**src/rtl/core/cfp_pkg.sv**
```systemverilog
// Package for the command frame parser: phase and register codes, the
// configuration and result structs, and the buffer depth. No dependencies.
package cfp_pkg;

  // Depth of the payload buffer behind the write port (1 to 256).
  localparam int unsigned BufferDepth = 64;

  typedef enum logic [1:0] {
    PH_CMD   = 2'd0,
    PH_COUNT = 2'd1,
    PH_DATA  = 2'd2,
    PH_FUNC  = 2'd3
  } phase_e;

  typedef enum logic [1:0] {
    REG_DATA_CMD = 2'd0,
    REG_FUNC_CMD = 2'd1,
    REG_TIMEOUT  = 2'd2
  } reg_idx_e;

  typedef struct packed {
    logic [7:0]  data_command_code;
    logic [7:0]  function_command_code;
    logic [15:0] idle_timeout_polls;
  } cfg_t;

  typedef struct packed {
    logic       write_valid;
    logic [7:0] write_index;
    logic [7:0] write_byte;
    logic       overrun;
    logic       invoke_valid;
    logic [7:0] function_id;
    logic [7:0] payload_count;
    logic       timeout_reset;
    phase_e     parser_phase;
  } res_t;

endpackage

```
**src/rtl/core/command_frame_parser.sv**
```systemverilog
// Top level of the command frame parser: input register, parser step logic,
// result register and configuration port. Depends on cfp_pkg and cfp_* modules.
//
//   Channel | Direction | Handshake                  | Payload
//   --------+-----------+----------------------------+--------------------------
//   in      | into      | in_valid_i / in_stall_o    | kind_i, rx_byte_i
//   out     | out of    | out_valid_o / out_stall_i  | write_*, overrun, invoke,
//           |           |                            | timeout_reset, parser_phase
//   config  | into      | psel/penable/pwrite/pready | paddr, pwdata, prdata
//
// Every beat gives exactly one result beat. A beat is held in the input
// register, is processed by the step logic as it moves into the result
// register, and is offered on the next cycle; one beat per cycle is
// sustained when the output is not stalled.
// The rate is set by the single parser state update per cycle in cfp_step.
// Reset is asynchronous and active low; it empties both registers, returns
// the parser to the command phase and loads the register defaults.
// While the output stalls, one more beat is still taken into the input
// register; after that in_stall_o rises until the result beat is taken.
module command_frame_parser import cfp_pkg::*; (
  input  logic        clk_i,
  input  logic        rst_ni,
  input  logic        in_valid_i,
  output logic        in_stall_o,
  input  logic        kind_i,
  input  logic [7:0]  rx_byte_i,
  output logic        out_valid_o,
  input  logic        out_stall_i,
  output logic        write_valid_o,
  output logic [7:0]  write_index_o,
  output logic [7:0]  write_byte_o,
  output logic        overrun_o,
  output logic        invoke_valid_o,
  output logic [7:0]  function_id_o,
  output logic [7:0]  payload_count_o,
  output logic        timeout_reset_o,
  output logic [1:0]  parser_phase_o,
  input  logic        psel,
  input  logic        penable,
  input  logic        pwrite,
  input  logic [3:0]  paddr,
  input  logic [31:0] pwdata,
  output logic [31:0] prdata,
  output logic        pready
);

  cfg_t       cfg;
  res_t       step_res;
  res_t       out_res;
  logic       in_valid_q;
  logic       kind_q;
  logic [7:0] byte_q;
  logic       out_free;
  logic       advance;
  logic       in_take;

  // The held beat advances when the result register has room for it.
  assign advance    = in_valid_q && out_free;
  assign in_stall_o = in_valid_q && !out_free;
  assign in_take    = in_valid_i && !in_stall_o;

  always_ff @(posedge clk_i or negedge rst_ni) begin
    if (!rst_ni) begin
      in_valid_q <= 1'b0;
    end else if (in_take || advance) begin
      in_valid_q <= in_take;
    end
  end

  always_ff @(posedge clk_i) begin
    if (in_take) begin
      kind_q <= kind_i;
      byte_q <= rx_byte_i;
    end
  end

  cfp_regs u_regs (
    .clk_i   (clk_i),
    .rst_ni  (rst_ni),
    .psel    (psel),
    .penable (penable),
    .pwrite  (pwrite),
    .paddr   (paddr),
    .pwdata  (pwdata),
    .prdata  (prdata),
    .pready  (pready),
    .cfg_o   (cfg)
  );

  cfp_step u_step (
    .clk_i     (clk_i),
    .rst_ni    (rst_ni),
    .advance_i (advance),
    .kind_i    (kind_q),
    .rx_byte_i (byte_q),
    .cfg_i     (cfg),
    .res_o     (step_res)
  );

  cfp_out u_out (
    .clk_i       (clk_i),
    .rst_ni      (rst_ni),
    .load_i      (advance),
    .res_i       (step_res),
    .out_stall_i (out_stall_i),
    .out_valid_o (out_valid_o),
    .free_o      (out_free),
    .res_o       (out_res)
  );

  assign write_valid_o   = out_res.write_valid;
  assign write_index_o   = out_res.write_index;
  assign write_byte_o    = out_res.write_byte;
  assign overrun_o       = out_res.overrun;
  assign invoke_valid_o  = out_res.invoke_valid;
  assign function_id_o   = out_res.function_id;
  assign payload_count_o = out_res.payload_count;
  assign timeout_reset_o = out_res.timeout_reset;
  assign parser_phase_o  = out_res.parser_phase;

  a_one_result_kind: assert property (@(posedge clk_i) disable iff (!rst_ni)
    out_valid_o |-> $countones({write_valid_o, overrun_o, invoke_valid_o,
                                timeout_reset_o}) <= 1)
    else $error("more than one event in one result beat");

  a_advance_fills_out: assert property (@(posedge clk_i) disable iff (!rst_ni)
    advance |=> out_valid_o)
    else $error("processed beat missing from result register");

  a_full_pipe_stalls: assert property (@(posedge clk_i) disable iff (!rst_ni)
    in_valid_q && out_valid_o && out_stall_i |-> in_stall_o)
    else $error("input taken while both stages are full");

endmodule

```
**src/rtl/core/cfp_regs.sv**
```systemverilog
// Configuration registers of the command frame parser on an APB-style port.
// Depends on cfp_pkg for the register codes and the cfg_t struct.
module cfp_regs import cfp_pkg::*; (
  input  logic        clk_i,
  input  logic        rst_ni,
  input  logic        psel,
  input  logic        penable,
  input  logic        pwrite,
  input  logic [3:0]  paddr,
  input  logic [31:0] pwdata,
  output logic [31:0] prdata,
  output logic        pready,
  output cfg_t        cfg_o
);

  cfg_t       cfg_q;
  cfg_t       cfg_d;
  logic       wr_en;
  reg_idx_e   idx;

  assign pready = 1'b1;
  assign wr_en  = psel && penable && pwrite && pready;
  assign idx    = reg_idx_e'(paddr[3:2]);

  always_comb begin
    cfg_d = cfg_q;
    if (wr_en) begin
      unique case (idx)
        REG_DATA_CMD: cfg_d.data_command_code     = pwdata[7:0];
        REG_FUNC_CMD: cfg_d.function_command_code = pwdata[7:0];
        REG_TIMEOUT:  cfg_d.idle_timeout_polls    = pwdata[15:0];
        default:      cfg_d = cfg_q;
      endcase
    end
  end

  always_comb begin
    unique case (idx)
      REG_DATA_CMD: prdata = {24'd0, cfg_q.data_command_code};
      REG_FUNC_CMD: prdata = {24'd0, cfg_q.function_command_code};
      REG_TIMEOUT:  prdata = {16'd0, cfg_q.idle_timeout_polls};
      default:      prdata = 32'd0;
    endcase
  end

  always_ff @(posedge clk_i or negedge rst_ni) begin
    if (!rst_ni) begin
      cfg_q.data_command_code     <= 8'd0;
      cfg_q.function_command_code <= 8'd1;
      cfg_q.idle_timeout_polls    <= 16'd1000;
    end else begin
      cfg_q <= cfg_d;
    end
  end

  assign cfg_o = cfg_q;

endmodule

```
**src/rtl/core/cfp_step.sv**
```systemverilog
// Parser state and the per-beat update logic of the command frame parser.
// Depends on cfp_pkg for phase codes, cfg_t, res_t and the buffer depth.
module cfp_step import cfp_pkg::*; (
  input  logic       clk_i,
  input  logic       rst_ni,
  input  logic       advance_i,
  input  logic       kind_i,
  input  logic [7:0] rx_byte_i,
  input  cfg_t       cfg_i,
  output res_t       res_o
);

  phase_e      phase_q, phase_d;
  logic [7:0]  remaining_q, remaining_d;
  logic [7:0]  fill_q, fill_d;
  logic [15:0] countdown_q, countdown_d;
  logic        fits;
  res_t        res;

  // Nine-bit compare so that a depth of 256 never reports a full buffer.
  assign fits = {1'b0, fill_q} < 9'(BufferDepth);

  always_comb begin
    phase_d     = phase_q;
    remaining_d = remaining_q;
    fill_d      = fill_q;
    countdown_d = countdown_q;
    res         = '0;
    if (!kind_i) begin
      unique case (phase_q)
        PH_CMD: begin
          countdown_d = cfg_i.idle_timeout_polls;
          if (rx_byte_i == cfg_i.data_command_code) begin
            phase_d = PH_COUNT;
          end else if (rx_byte_i == cfg_i.function_command_code) begin
            phase_d = PH_FUNC;
          end
        end
        PH_COUNT: begin
          remaining_d = rx_byte_i;
          phase_d     = PH_DATA;
        end
        PH_DATA: begin
          if (fits) begin
            res.write_valid = 1'b1;
            res.write_index = fill_q;
            res.write_byte  = rx_byte_i;
            fill_d          = fill_q + 8'd1;
          end else begin
            res.overrun = 1'b1;
          end
          remaining_d = remaining_q - 8'd1;
          if (remaining_d == 8'd0) begin
            phase_d = PH_CMD;
          end
        end
        PH_FUNC: begin
          res.invoke_valid  = 1'b1;
          res.function_id   = rx_byte_i;
          res.payload_count = fill_q;
          phase_d           = PH_CMD;
          fill_d            = 8'd0;
        end
        default: phase_d = PH_CMD;
      endcase
    end else if (countdown_q != 16'd0) begin
      countdown_d = countdown_q - 16'd1;
    end else begin
      phase_d           = PH_CMD;
      fill_d            = 8'd0;
      res.timeout_reset = 1'b1;
    end
    res.parser_phase = phase_d;
  end

  always_ff @(posedge clk_i or negedge rst_ni) begin
    if (!rst_ni) begin
      phase_q     <= PH_CMD;
      remaining_q <= 8'd0;
      fill_q      <= 8'd0;
      countdown_q <= 16'd0;
    end else if (advance_i) begin
      phase_q     <= phase_d;
      remaining_q <= remaining_d;
      fill_q      <= fill_d;
      countdown_q <= countdown_d;
    end
  end

  assign res_o = res;

  a_invoke_clears_fill: assert property (@(posedge clk_i) disable iff (!rst_ni)
    advance_i && res.invoke_valid |=> fill_q == 8'd0)
    else $error("fill index not cleared after invocation");

  a_timeout_to_cmd: assert property (@(posedge clk_i) disable iff (!rst_ni)
    advance_i && res.timeout_reset |=> phase_q == PH_CMD && fill_q == 8'd0)
    else $error("timeout did not return to command phase");

  a_write_bumps_fill: assert property (@(posedge clk_i) disable iff (!rst_ni)
    advance_i && res.write_valid |=> fill_q == $past(fill_q) + 8'd1)
    else $error("fill index did not advance after a write");

  a_overrun_only_full: assert property (@(posedge clk_i) disable iff (!rst_ni)
    res.overrun |-> !fits && phase_q == PH_DATA && !res.write_valid)
    else $error("overrun flagged while the buffer had room");

endmodule

```
**src/rtl/core/cfp_out.sv**
```systemverilog
// Result register of the command frame parser, holding one beat until taken.
// Depends on cfp_pkg for the res_t struct.
module cfp_out import cfp_pkg::*; (
  input  logic clk_i,
  input  logic rst_ni,
  input  logic load_i,
  input  res_t res_i,
  input  logic out_stall_i,
  output logic out_valid_o,
  output logic free_o,
  output res_t res_o
);

  logic valid_q, valid_d;
  res_t res_q;

  // The register can take a new beat when empty or when its beat leaves now.
  assign free_o  = !valid_q || !out_stall_i;
  assign valid_d = load_i ? 1'b1 : (valid_q && out_stall_i);

  always_ff @(posedge clk_i or negedge rst_ni) begin
    if (!rst_ni) begin
      valid_q <= 1'b0;
    end else begin
      valid_q <= valid_d;
    end
  end

  always_ff @(posedge clk_i) begin
    if (load_i) begin
      res_q <= res_i;
    end
  end

  assign out_valid_o = valid_q;
  assign res_o       = res_q;

  a_load_when_free: assert property (@(posedge clk_i) disable iff (!rst_ni)
    valid_q && out_stall_i |=> $stable(res_q) && valid_q)
    else $error("stalled result overwritten");

endmodule
```
**config.mk**
```make
export PLATFORM = sky130hd
export DESIGN_NAME = command_frame_parser
export DESIGN_NICKNAME = d
export VERILOG_FILES = /design/src/rtl/core/cfp_pkg.sv /design/src/rtl/core/command_frame_parser.sv /design/src/rtl/core/cfp_regs.sv /design/src/rtl/core/cfp_step.sv /design/src/rtl/core/cfp_out.sv
export SDC_FILE = /design/constraint.sdc
export NUM_CORES = 1
export LEC_CHECK = 0
export BUFFER_PORTS_ARGS = -buffer_cell sky130_fd_sc_hd__clkbuf_2
export CAP_MARGIN = 20
export CORE_ASPECT_RATIO = 0.8
export CORE_MARGIN = 2
export CORE_UTILIZATION = 50
export DETAILED_ROUTE_END_ITERATION = 10
export PLACE_DENSITY = 0.82
export SETUP_SLACK_MARGIN = 0.1
export SLEW_MARGIN = 10
export SYNTH_ARGS = -nofsm -noshare
export SYNTH_HDL_FRONTEND = slang
export SYNTH_SLANG_ARGS = --single-unit
```
**constraint.sdc**
```tcl
create_clock -name clk_i -period 3.4 [get_ports clk_i]
set_clock_uncertainty 0.15 [all_clocks]
set_input_delay 0.68 -clock clk_i [delete_from_list [all_inputs] [get_ports clk_i]]
set_output_delay 0.68 -clock clk_i [all_outputs]
set_load 0.03 [all_outputs]
```
-- After elaboration in Yosys (flattened, before gate mapping)
Cells that the tools add are included.
- logic and storage cells: 86
- bits of input ports: 52
- output and inout port bits: 73
- bits in registers: 115
- add/subtract/negate cells: 3
- bitwise logic cells: 4
- equality and inequality tests: 10
- reduce and logical (&&, ||, !) cells: 28
- multiplexer cells: 20
- order comparisons: 1
- operators by type and width (kind ; number):
    $mux W16 ; 3
    $pmux W16 S3 ; 1
    $mux W17 ; 2
    $pmux W8 S2 ; 2
    $mux W8 ; 3
    $eq A8 B8 Y1 ; 2
    $reduce_bool A16 Y1 ; 1
    $sub A16 B1 Y16 const B ; 1
    $mux W2 ; 5
    $add A8 B1 Y8 const B ; 1
    $logic_not A8 Y1 ; 1
    $lt A8 B7 Y1 const B ; 1
    $pmux W2 S4 ; 1
    $sub A8 B1 Y8 const B ; 1
    $eq A2 B2 Y1 const B ; 3
    $logic_and A1 B1 Y1 ; 6
    $reduce_and A2 Y1 ; 3
    $reduce_and A3 Y1 ; 2
    $eq A2 B1 Y1 const B ; 2
    $logic_not A1 Y1 ; 4
    $logic_not A2 Y1 ; 2
    $not A1 Y1 ; 4
    $reduce_and A4 Y1 ; 1
    $reduce_bool A2 Y1 ; 2
    8 further kinds ; 12

-- Logic depth before layout (Yosys ltp)
- depth in word-level cells: 7
- mapped depth: 8
- gate-level depth less buffers: 7

-- By module
Synthesis repeated with hierarchy kept, for this count alone.
- cell total of the unflattened synthesis: 527
- area total of the unflattened synthesis: 5851.9 µm²
- modules (own cells, without submodules) (module ; cells an instance ; area an instance (µm²) ; instances):
    cfp_step ; 346 ; 2750.1 ; 1
    cfp_regs ; 125 ; 1590.3 ; 1
    cfp_out ; 41 ; 1177.4 ; 1
    command_frame_parser ; 15 ; 334.1 ; 1

-- Least setup slack after synthesis
Ideal clock, no wire load.
- path type: input to register
- start: in out_stall_i
- end: reg u_step.fill_q[4]
- buffers on the path: 1
- cell stages on the path: 5
- arrival: 2844 ps
- library setup time: 100 ps
- setup slack: 306 ps
- cell sequence: a21bo_2 inv_1 clkbuf_1 nand4_1 o31ai_1
- longest elaborated chain between the ends: 4
- RTL lines (item ; RTL line ; RTL):
    from (decl) ; command_frame_parser.sv:28 ; input logic out_stall_i,
    $logic_not A1 Y1 ; cfp_out.sv:18 ; assign free_o = !valid_q || !out_stall_i;
    $logic_or A1 B1 Y1 ; cfp_out.sv:18 ;
    $logic_and A1 B1 Y1 ; command_frame_parser.sv:58 ; assign advance = in_valid_q && out_free;
    net advance ; command_frame_parser.sv:54 ; logic advance;
    $reduce_and A4 Y1 (no source line) ; n/a ;
    to (signal assigned) ; cfp_step.sv:85 ; fill_q <= fill_d;
    to (decl) ; cfp_step.sv:15 ; logic [7:0] fill_q, fill_d;
The timed path passes the listed nets, and every way through them passes these cells.
A chain may end at the register's enable or synchronous reset.

-- Worst setup path in the final report
- start: in paddr[2]
- end: out prdata[7]
- longest elaborated chain between the ends: 2
- RTL lines (item ; RTL line ; RTL):
    from (decl) ; command_frame_parser.sv:41 ; input logic [3:0] paddr,
    $eq A2 B2 Y1, or another cell as far along ; cfp_regs.sv:38 ; unique case (idx)
    $pmux W16 S3 * ; cfp_regs.sv:38 ;
    to (decl) ; command_frame_parser.sv:43 ; output logic [31:0] prdata,
Every way passes the cells marked *; elsewhere a longest branch is shown, timed or not.

==> results.yml <==
run_status:
  outcome: "finished clean"
floorplan:
  coreArea_sq_mm: 0.0115
  io_pins: 125
  die_y_microns: 101
  initial_core_util_pct: 51.0
  fp.dieW_microns: 125
  die_area_sq_mm: 0.0126
  fp-row-count: 35
sta:
  worst_pin_slew_ns: 0.781
  whs_ns: 0.116
  slew_headroom_pct: 47.8
  drv_slew: 0
  clock.fmax_mhz: 347
  fin_crit_ns: 2.88
  fin_tns_setup_ns: 0
  setup_viol: 0
  rsz0062_at_grt: "false"
  fin_crit_sh_pct: 84.8
  hold_violations: 0
routing:
  wl_microns: 13500
  vias: 4472
  drt.antenna.violating_nets: 0
  vias_per_cell: 5.70
  drc: 0
  routedWlPerCell_microns: 17.2
  drtIter0Drc: 336
  drt-pass1-iter-count: 6
place:
  io_buffers: 89
  hpwlAfterDp_microns: 9450
  place.gp.congestion: 0.885
  postPlaceCellArea_sq_mm: 0.00640
  place_inst: 751
logic_synthesis:
  muxShareOfSynthArea_pct: 8.37
  ys.warnings.count: 0
  synthSimpleGateAreaFrac_pct: 16.5
  synthFlopType: "dfrtp_1"
  async_flop_share_pct: 59.1
  synthCells: 528
  synth-seq-cells: 115
  synth_top_family_by_area: "simple AND/OR/NAND/NOR gates"
  syn_area_sq_mm: 0.00586
  synth.avg_cell_area_sq_um: 11.1
  synth-adder-area-share_pct: 1.92
  synth_edf_count: 47
  synthDistinctLibCells: 62
  yosysSeqAreaShare_pct: 53.3
  synth_compound_area_share_pct: 12.2
  synth_xor_area_share_pct: 2.84
clocking:
  cts_setup_buffers: 0
  numCtsBuffers: 17
  ctsResizeCount: 0
  htreeDepth: 4
  root_buffer: "clkbuf_16"
  max-clock-path-buffers: 2
  holdBufCountCts: 0
  cts_tree: "built"
  clkTransAtPathRegs_ns: 0.05
  cts.sinks: 115
  clkLatencyLatePin_ns: 0.41
global_routing:
  grt_max_degree: 34
  grtUsageTotal_pct: 22.2
  grt_pass1_vias: 4285
  grt_pass1_wl_microns: 22000
  antenna_found_initial: 0
  grt_overflow: 0
final_layout:
  area_growth_pct: 19.6
  n_antenna_cell: 0
  fillers: 932
  final_layout_size_suffix_gt1_share_pct: 28.8
  stdcell_count: 784
  finish.net_count: 684
  fin_area_sq_mm: 0.00701
worst_hold_path:
  hp-class: "input port to asynchronous set/reset pin"
critical_path:
  crit_arrival_ns: 2.05
  cp-end-kind: "output pin"
  path_cells: "clkbuf_2, nor2b_1, buf_4, nand2_1, o21ai_0, clkbuf_2"
  crit_family: "buffers and inverters"
  cp_common_cell: "clkbuf_2"
  critical_path.startpoint_type: "input port"
  crit_fanout: 12
  crit_type: "input port to output pin"
  worst-path-buf-inv: 3
  crit_slowest_cell: "nor2b_1"
  r2r_setup_slack_ns: 0.71
  worstPathRequired_ns: 2.57
  max_stage_delay_ns: 0.48
job:
  drv_cap: 0
pwr:
  powerDensity_mw_per_mm2: 742
  peakVddDrop_mv: 0.420
  leakagePower_uw: 0.00297
[cell families (layout without fill, tap and decap cells)]
family	after synthesis	count (layout)
adders and majority gates	9	9
other	2	19
AOI/OAI and AO/OA	108	108
buffers and inverters	56	147
xor gates and xnor gates	19	19
and+or+nand+nor	174	174
muxes	45	45
DFF	115	115
[layout make-up]
class / count / area [sq um] / area share [%]
clock buffer: 21 / 460 / 6.57
clock inverter: 11 / 134 / 1.91
inverter: 16 / 60.1 / 0.857
multi-input combinational: 374 / 2520 / 36.0
sequential: 115 / 3120 / 44.6
tap: 148 / 185 / 2.64
timing repair buffer: 99 / 520 / 7.43
[final timing paths]
kind | startpoint | endpoint | depth (start not counted)
worst max-delay path | paddr[2] | prdata[7] | 6
worst min-delay path | rst_ni | u_regs.cfg_o[11] | 1
worst max register to register | u_step.countdown_q[8] | u_step.fill_q[6] | 5
worst min register to register | in_valid_q | u_out.out_valid_o | 1
max in group asynchronous | rst_ni | u_step.remaining_q[6] | 2
min in group clk_i | rx_byte_i[3] | byte_q[3] | 1
[through the flow]
step | power, uW | util (%) | worst slack [ns]
floorplan | 3040 | - | 0.306
global placement | 3300 | 55.8 | 0.646
detailed placement | 3390 | 55.8 | 0.555
CTS | 5200 | 61.0 | 0.539
global route | 5450 | 61.1 | 0.395
finish | 5200 | 61.1 | 0.518
[cells in the mapped netlist, drive strengths merged, types with 9 or more instances]
| master | count | area share, % |
|---|---|---|
| ha | 9 | 1.9 |
| nand2 | 37 | 2.4 |
| edfxtp | 47 | 24 |
| mux2i | 13 | 2.2 |
| clkbuf | 17 | 1.1 |
| mux2 | 32 | 6.2 |
| a21oi | 25 | 2.1 |
| buf | 23 | 2.6 |
| xnor2 | 17 | 2.5 |
| o21ai | 32 | 2.7 |
| and2 | 42 | 4.5 |
| nand3 | 18 | 1.5 |
| nand4 | 9 | 1.2 |
| inv | 15 | 0.96 |
| nor3 | 12 | 1.2 |
| o31ai | 9 | 1.2 |
| nor2 | 24 | 1.5 |
| dfrtp | 61 | 26 |
[sequential cells by signal (all words and copies together), names as in the netlist]
register / cells
u_out.res_o: 38
u_step.phase_q: 2
kind_q: 1
u_step.countdown_q: 16
byte_q: 8
in_valid_q: 1
u_out.out_valid_o: 1
u_step.remaining_q: 8
u_step.fill_q: 8
u_regs.cfg_o: 32
[placed cells by master, fill, tap and decap left out, types with 8 or more instances in the layout]
master	instances
clkbuf_16	17
o31ai_1	9
buf_4	10
and2_1	41
o21ai_0	32
a21oi_1	25
ha_1	9
clkbuf_2	89
nand4_1	8
mux2_2	32
nor2_1	24
nand2_1	37
edfxtp_1	47
xnor2_1	17
dfrtp_1	61
conb_1	19
nand3_1	18
mux2i_1	13
inv_1	14
nor3_1	11
[power by group]
group	internal (uW)	total, uW	switching, uW
combinational	523	1300	778
clock	1180	1790	609
sequential	1760	2110	351
total	3460	5200	1740
[layer usage]
| layer | part of all wire, % | track usage (%) | wire length (microns) |
|---|---|---|---|
| met5 | 0 | 0 | 0 |
| met4 | 1.1 | 6.32 | 145 |
| met3 | 7.0 | 6.00 | 938 |
| met2 | 48 | 35.7 | 6430 |
| met1 | 44 | 30.2 | 5970 |
No activity file was read; power rests on OpenSTA's default activity.
